<file path="src/rtl/macd_pkg.sv">
`timescale 1ns / 1ps
package macd_pkg;

  localparam int MAX_WINDOW = 64;
  localparam int PRICE_BITS = 32;
  localparam int ADDR_W     = $clog2(MAX_WINDOW);
  localparam int LEN_W      = 7;
  localparam int SEEN_W     = $clog2(MAX_WINDOW + 1);
  localparam int SUM_W      = PRICE_BITS + ADDR_W + 1;
  localparam int DIV_W      = SUM_W - 1;
  localparam int DIV_CNT_W  = $clog2(DIV_W);
  localparam int DVSR_W     = $clog2(MAX_WINDOW + 2);
  localparam int RATE_W     = 17;
  localparam int ENTRY_W    = PRICE_BITS + 1;
  localparam int CFG_IDX_W  = 2;

  // Register indexes on the configuration channel
  localparam logic [CFG_IDX_W-1:0] CFG_FAST   = 2'd0;
  localparam logic [CFG_IDX_W-1:0] CFG_SLOW   = 2'd1;
  localparam logic [CFG_IDX_W-1:0] CFG_SIGNAL = 2'd2;

  localparam logic [LEN_W-1:0] FAST_RESET   = 7'd12;
  localparam logic [LEN_W-1:0] SLOW_RESET   = 7'd26;
  localparam logic [LEN_W-1:0] SIGNAL_RESET = 7'd9;

  // 2.0 in unsigned Q.16, the numerator of the smoothing factor
  localparam logic [DIV_W-1:0] RATE_NUM = DIV_W'(2 ** (RATE_W));

  typedef struct packed {
    logic                         miss;
    logic signed [PRICE_BITS-1:0] price;
  } item_t;

  typedef struct packed {
    logic signed [PRICE_BITS-1:0] macd_value;
    logic signed [PRICE_BITS-1:0] signal_value;
    logic signed [PRICE_BITS-1:0] histogram_value;
    logic                         macd_valid;
    logic                         signal_valid;
    logic                         histogram_valid;
    logic                         config_error;
  } result_t;

  // Clamp a difference back to the price width
  function automatic logic signed [PRICE_BITS-1:0] sat_diff(
    input logic signed [PRICE_BITS:0] v
  );
    logic signed [PRICE_BITS-1:0] r;
    if (v[PRICE_BITS] != v[PRICE_BITS-1]) begin
      r = v[PRICE_BITS] ? {1'b1, {(PRICE_BITS-1){1'b0}}} : {1'b0, {(PRICE_BITS-1){1'b1}}};
    end else begin
      r = v[PRICE_BITS-1:0];
    end
    return r;
  endfunction

  // Length register to working window length
  function automatic logic [LEN_W-1:0] eff_len(input logic [LEN_W-1:0] r);
    logic [LEN_W-1:0] e;
    if (r == '0) begin
      e = LEN_W'(1);
    end else if (r > LEN_W'(MAX_WINDOW)) begin
      e = LEN_W'(MAX_WINDOW);
    end else begin
      e = r;
    end
    return e;
  endfunction

endpackage

</file>
<file path="src/rtl/macd_front.sv">
`timescale 1ns / 1ps
module macd_front (
  input  logic                             clk,
  input  logic                             rst,
  input  logic                             in_valid,
  output logic                             in_ready,
  input  macd_pkg::item_t                  in_item,
  output logic                             q_valid,
  input  logic                             q_pop,
  output macd_pkg::item_t                  q_item
);
  import macd_pkg::*;

  item_t      slots [2];
  logic       wr_ptr;
  logic       rd_ptr;
  logic [1:0] fill;
  logic       push;
  logic       pop;

  assign in_ready = (fill != 2'd2);
  assign q_valid  = (fill != 2'd0);
  assign q_item   = slots[rd_ptr];
  assign push     = in_valid && in_ready;
  assign pop      = q_pop && q_valid;

  // Store incoming transactions
  always_ff @(posedge clk) begin
    if (push) begin
      slots[wr_ptr] <= in_item;
    end
  end

  // Advance pointers and fill level
  always_ff @(posedge clk) begin
    if (rst) begin
      wr_ptr <= 1'b0;
      rd_ptr <= 1'b0;
      fill   <= 2'd0;
    end else begin
      if (push) begin
        wr_ptr <= ~wr_ptr;
      end
      if (pop) begin
        rd_ptr <= ~rd_ptr;
      end
      fill <= fill + {1'b0, push} - {1'b0, pop};
    end
  end

endmodule

</file>
<file path="config.mk">
export PLATFORM = sky130hd
export DESIGN_NAME = macd_front
export DESIGN_NICKNAME = d
export VERILOG_FILES = /design/src/rtl/macd_pkg.sv /design/src/rtl/macd_front.sv
export SDC_FILE = /design/constraint.sdc
export NUM_CORES = 1
export LEC_CHECK = 0
export BUFFER_PORTS_ARGS = -buffer_cell sky130_fd_sc_hd__buf_2
export CAP_MARGIN = 30
export CELL_PAD_IN_SITES_DETAIL_PLACEMENT = 1
export CELL_PAD_IN_SITES_GLOBAL_PLACEMENT = 1
export CORE_MARGIN = 8
export CORE_UTILIZATION = 44
export CTS_CLUSTER_SIZE = 25
export DETAILED_ROUTE_END_ITERATION = 12
export GPL_ROUTABILITY_DRIVEN = 0
export PLACE_DENSITY_LB_ADDON = 0.2
export SYNTH_ARGS = -nofsm -noshare
export SYNTH_HDL_FRONTEND = slang
export SYNTH_SLANG_ARGS = --single-unit
</file>
<file path="constraint.sdc">
create_clock -name clk -period 3.05 [get_ports clk]
set_clock_uncertainty 0.1 [all_clocks]
set_input_delay 0.305 -clock clk [delete_from_list [all_inputs] [get_ports clk]]
set_output_delay 0.305 -clock clk [all_outputs]
set_load 0.02 [all_outputs]
</file>
==> flow_metrics.py <==
metrics = {
    "status": {
        "run_status": "completed",
    },
    "sta": {
        "fin_crit_sh": 0.751,
        "final-setup-viol-count": 0,
        "hold_viol_final": 0,
        "fin_tns_setup_ns": 0,
        "period_minus_slack_ns": 2.29,
        "slew_headroom": 0.530,
        "holdWs_ns": 0.0553,
        "tightestPinTransition_ns": 0.706,
        "rsz0062_at_grt": "no",
        "slew_violations": 0,
        "fmax_mhz": 437,
    },
    "global_route": {
        "antenna_found_initial": 0,
        "grt_pass1_wl_um": 7950,
        "track_usage": 0.123,
        "met1_usage": 0.119,
        "grt_pass1_vias": 1538,
        "grtUsageMet2": 0.217,
        "grt_max_degree": 34,
        "grt-ovfl-total": 0,
        "gr-max-usage-layer": "met2",
        "met3_usage": 0.0402,
    },
    "synthesis": {
        "netlist_area_um2": 2750,
        "synth.avg_cell_area_um2": 21.6,
        "yosys_warnings": 0,
        "synth_area_leaders": "edfxtp_1 72%, mux2_4 17%, dfxtp_1 3.6%, buf_6 1.6%, mux2_1 1.2%",
        "synth-seq-area-share": 0.757,
        "yosysUniqueCellTypes": 16,
        "synth_edf_count": 66,
        "synth_nets": 166,
        "async_flop_share": 0,
        "ys_ff_latch": 71,
        "synth_top_area_frac": 0.721,
        "synth_cells": 127,
        "synth_flop_cell": "edfxtp_1",
        "synth_common_cells": "66 x edfxtp_1, 31 x mux2_4, 5 x dfxtp_1, 5 x nor2_1, 4 x buf_6",
        "synth_most_common_cell": "edfxtp_1",
        "yosys.area.top_type": "edfxtp_1",
    },
    "power_and_ir_drop": {
        "combinationalPowerShare": 0.270,
        "p_per_area_nw_per_um2": 898,
        "internal_power_mw": 2.24,
        "seqPwrFrac": 0.421,
        "leakagePower_nw": 1.40,
        "swShare": 0.279,
        "ir_drop_v": 0.000509,
        "clockPowerShare": 0.309,
        "p_switching_mw": 0.870,
    },
    "cells_and_area": {
        "regArea_um2": 2080,
        "final_nets": 248,
        "multi_input_area_um2": 626,
        "diodes": 0,
        "syn2layout_area_growth_pct": 26.1,
        "layout.cells.non_filler": 291,
        "nFillCells": 590,
        "drive_gt1_frac": 0.593,
    },
    "setup_path": {
        "worst_r2r_endpoint": "slots[1][22]",
        "worst_setup_path_end_kind": "output port",
        "path_class": "register to output port",
        "worstPathArrival_ns": 1.88,
        "rrSetupSlack_ns": 1.05,
        "cp-start-kind": "register",
        "cp_max_fo": 18,
        "r2r_cells": 3,
        "worst_ep_required_time_ns": 2.64,
        "worstReg2RegStart": "fill[0]",
    },
    "clock_network": {
        "htree_num_levels": 3,
        "clockBufferDepth": 2,
        "cts_setup_buffers": 0,
        "cts_resized": 0,
        "cts_tree": "yes",
        "cts_root_buffer": "clkbuf_8",
        "numClockSinks": 71,
        "cts_hold_buf": 0,
        "cts_buffers": 9,
        "clk_pin_slew_ns": 0.08,
        "clock_latency_ns": 0.33,
    },
    "die": {
        "coreArea_um2": 6200,
        "die_x_um": 95.0,
        "initial_utilization": 0.443,
        "dieHeight_um": 95.0,
        "rows": 29,
        "io_pins": 72,
        "design.die.area_um2": 9030,
    },
    "detailed_routing": {
        "drc": 0,
        "wl_um": 5280,
        "routed-via-count": 1396,
        "dr.pass1.iters": 4,
        "vias_per_cell": 4.80,
        "ant_nets": 0,
        "drt_iter0_drc": 44,
        "routedWlPerCell_um": 18.1,
    },
    "place": {
        "hpwl_um": 3820,
        "portBuffers": 71,
        "dp.cells": 274,
    },
    "hold_path": {
        "whs_path_depth": 1,
        "min_to": "slots[0][8]",
        "hp-class": "input pin to register",
        "worstHoldStart": "in_item[8]",
    },
    "run": {
        "maxCapViolations": 0,
    },
}
[critical path, cell delays in order, from the launching register on]
cell and delay, ns:
dfxtp_2 0.68, buf_4 0.37, mux2_4 0.34, buf_2 0.16
[cells by family after synthesis]
| logic type | count (synthesis) | synth area share |
|---|---|---|
| buffers and inverters | 5 | 0.0177 |
| AO/OA/AOI/OAI | 1 | 0.00319 |
| multiplexers | 34 | 0.182 |
| AND/OR/NAND/NOR | 11 | 0.0214 |
| XOR/XNOR | 3 | 0.00956 |
| adder cells (fa/ha/maj) | 2 | 0.00910 |
| flip-flops | 71 | 0.757 |
[metal layers]
metal | part of all wire | up-vias
met5 | 0 | -
met4 | 0.024 | 0
met3 | 0.067 | 13
met2 | 0.53 | 44
met1 | 0.38 | 689
li1 | - | 650
[flip-flops by register name, indices dropped and copies added, names as in the netlist, named ones only]
register / cells
rd_ptr: 1
wr_ptr: 1
fill: 2
slots: 66
[stage by stage]
stage	cell area, um^2	setup slack (ns)	power (mW)	util
5_1_grt	3470	0.648	3.24	0.559
6_report	3470	0.760	3.11	0.559
2_1_floorplan	2750	0.488	1.94	-
4_1_cts	3450	0.702	3.14	0.555
3_5_place_dp	3190	1.06	2.18	0.514
3_3_place_gp	3190	1.10	2.15	0.514
[cell usage in the layout, fill, tap and decap left out, types with 3 or more instances in the layout]
cell type and count:
buf_2 71, buf_4 3, bufinv_16 4, clkbuf_8 9
clkinv_2 3, dfxtp_1 4, edfxtp_1 66, mux2_1 3
mux2_4 31, nor2_1 4
[power groups by stage]
stage	sequential [mW]	clock, mW	combinational (mW)
after floorplan	1.28	0	0.656
after global placement	1.32	0	0.821
after detailed placement	1.34	0	0.842
after CTS	1.32	0.980	0.846
after global routing	1.33	1.02	0.898
final	1.31	0.960	0.841
[how the worst max path moves through the flow]
stage                         to  slack, ns     start
floorplan            slots[0][0]       0.49   fill[0]
global placement       q_item[4]       1.10  register
detailed placement  slots[1][18]       1.06   fill[0]
CTS                    q_item[5]       0.70  register
global route           q_item[5]       0.65  register
finish                 q_item[5]       0.76  register
[layout make-up]
type                            instances  area share
Timing Repair Buffer                   75       0.115
Multi-Input combinational cell         51       0.181
Inverter                                1     0.00108
Tap cell                               77      0.0278
Clock inverter                          7      0.0390
Sequential cell                        71       0.601
Clock buffer                            9      0.0357
No activity file was read; power rests on OpenSTA's default activity.
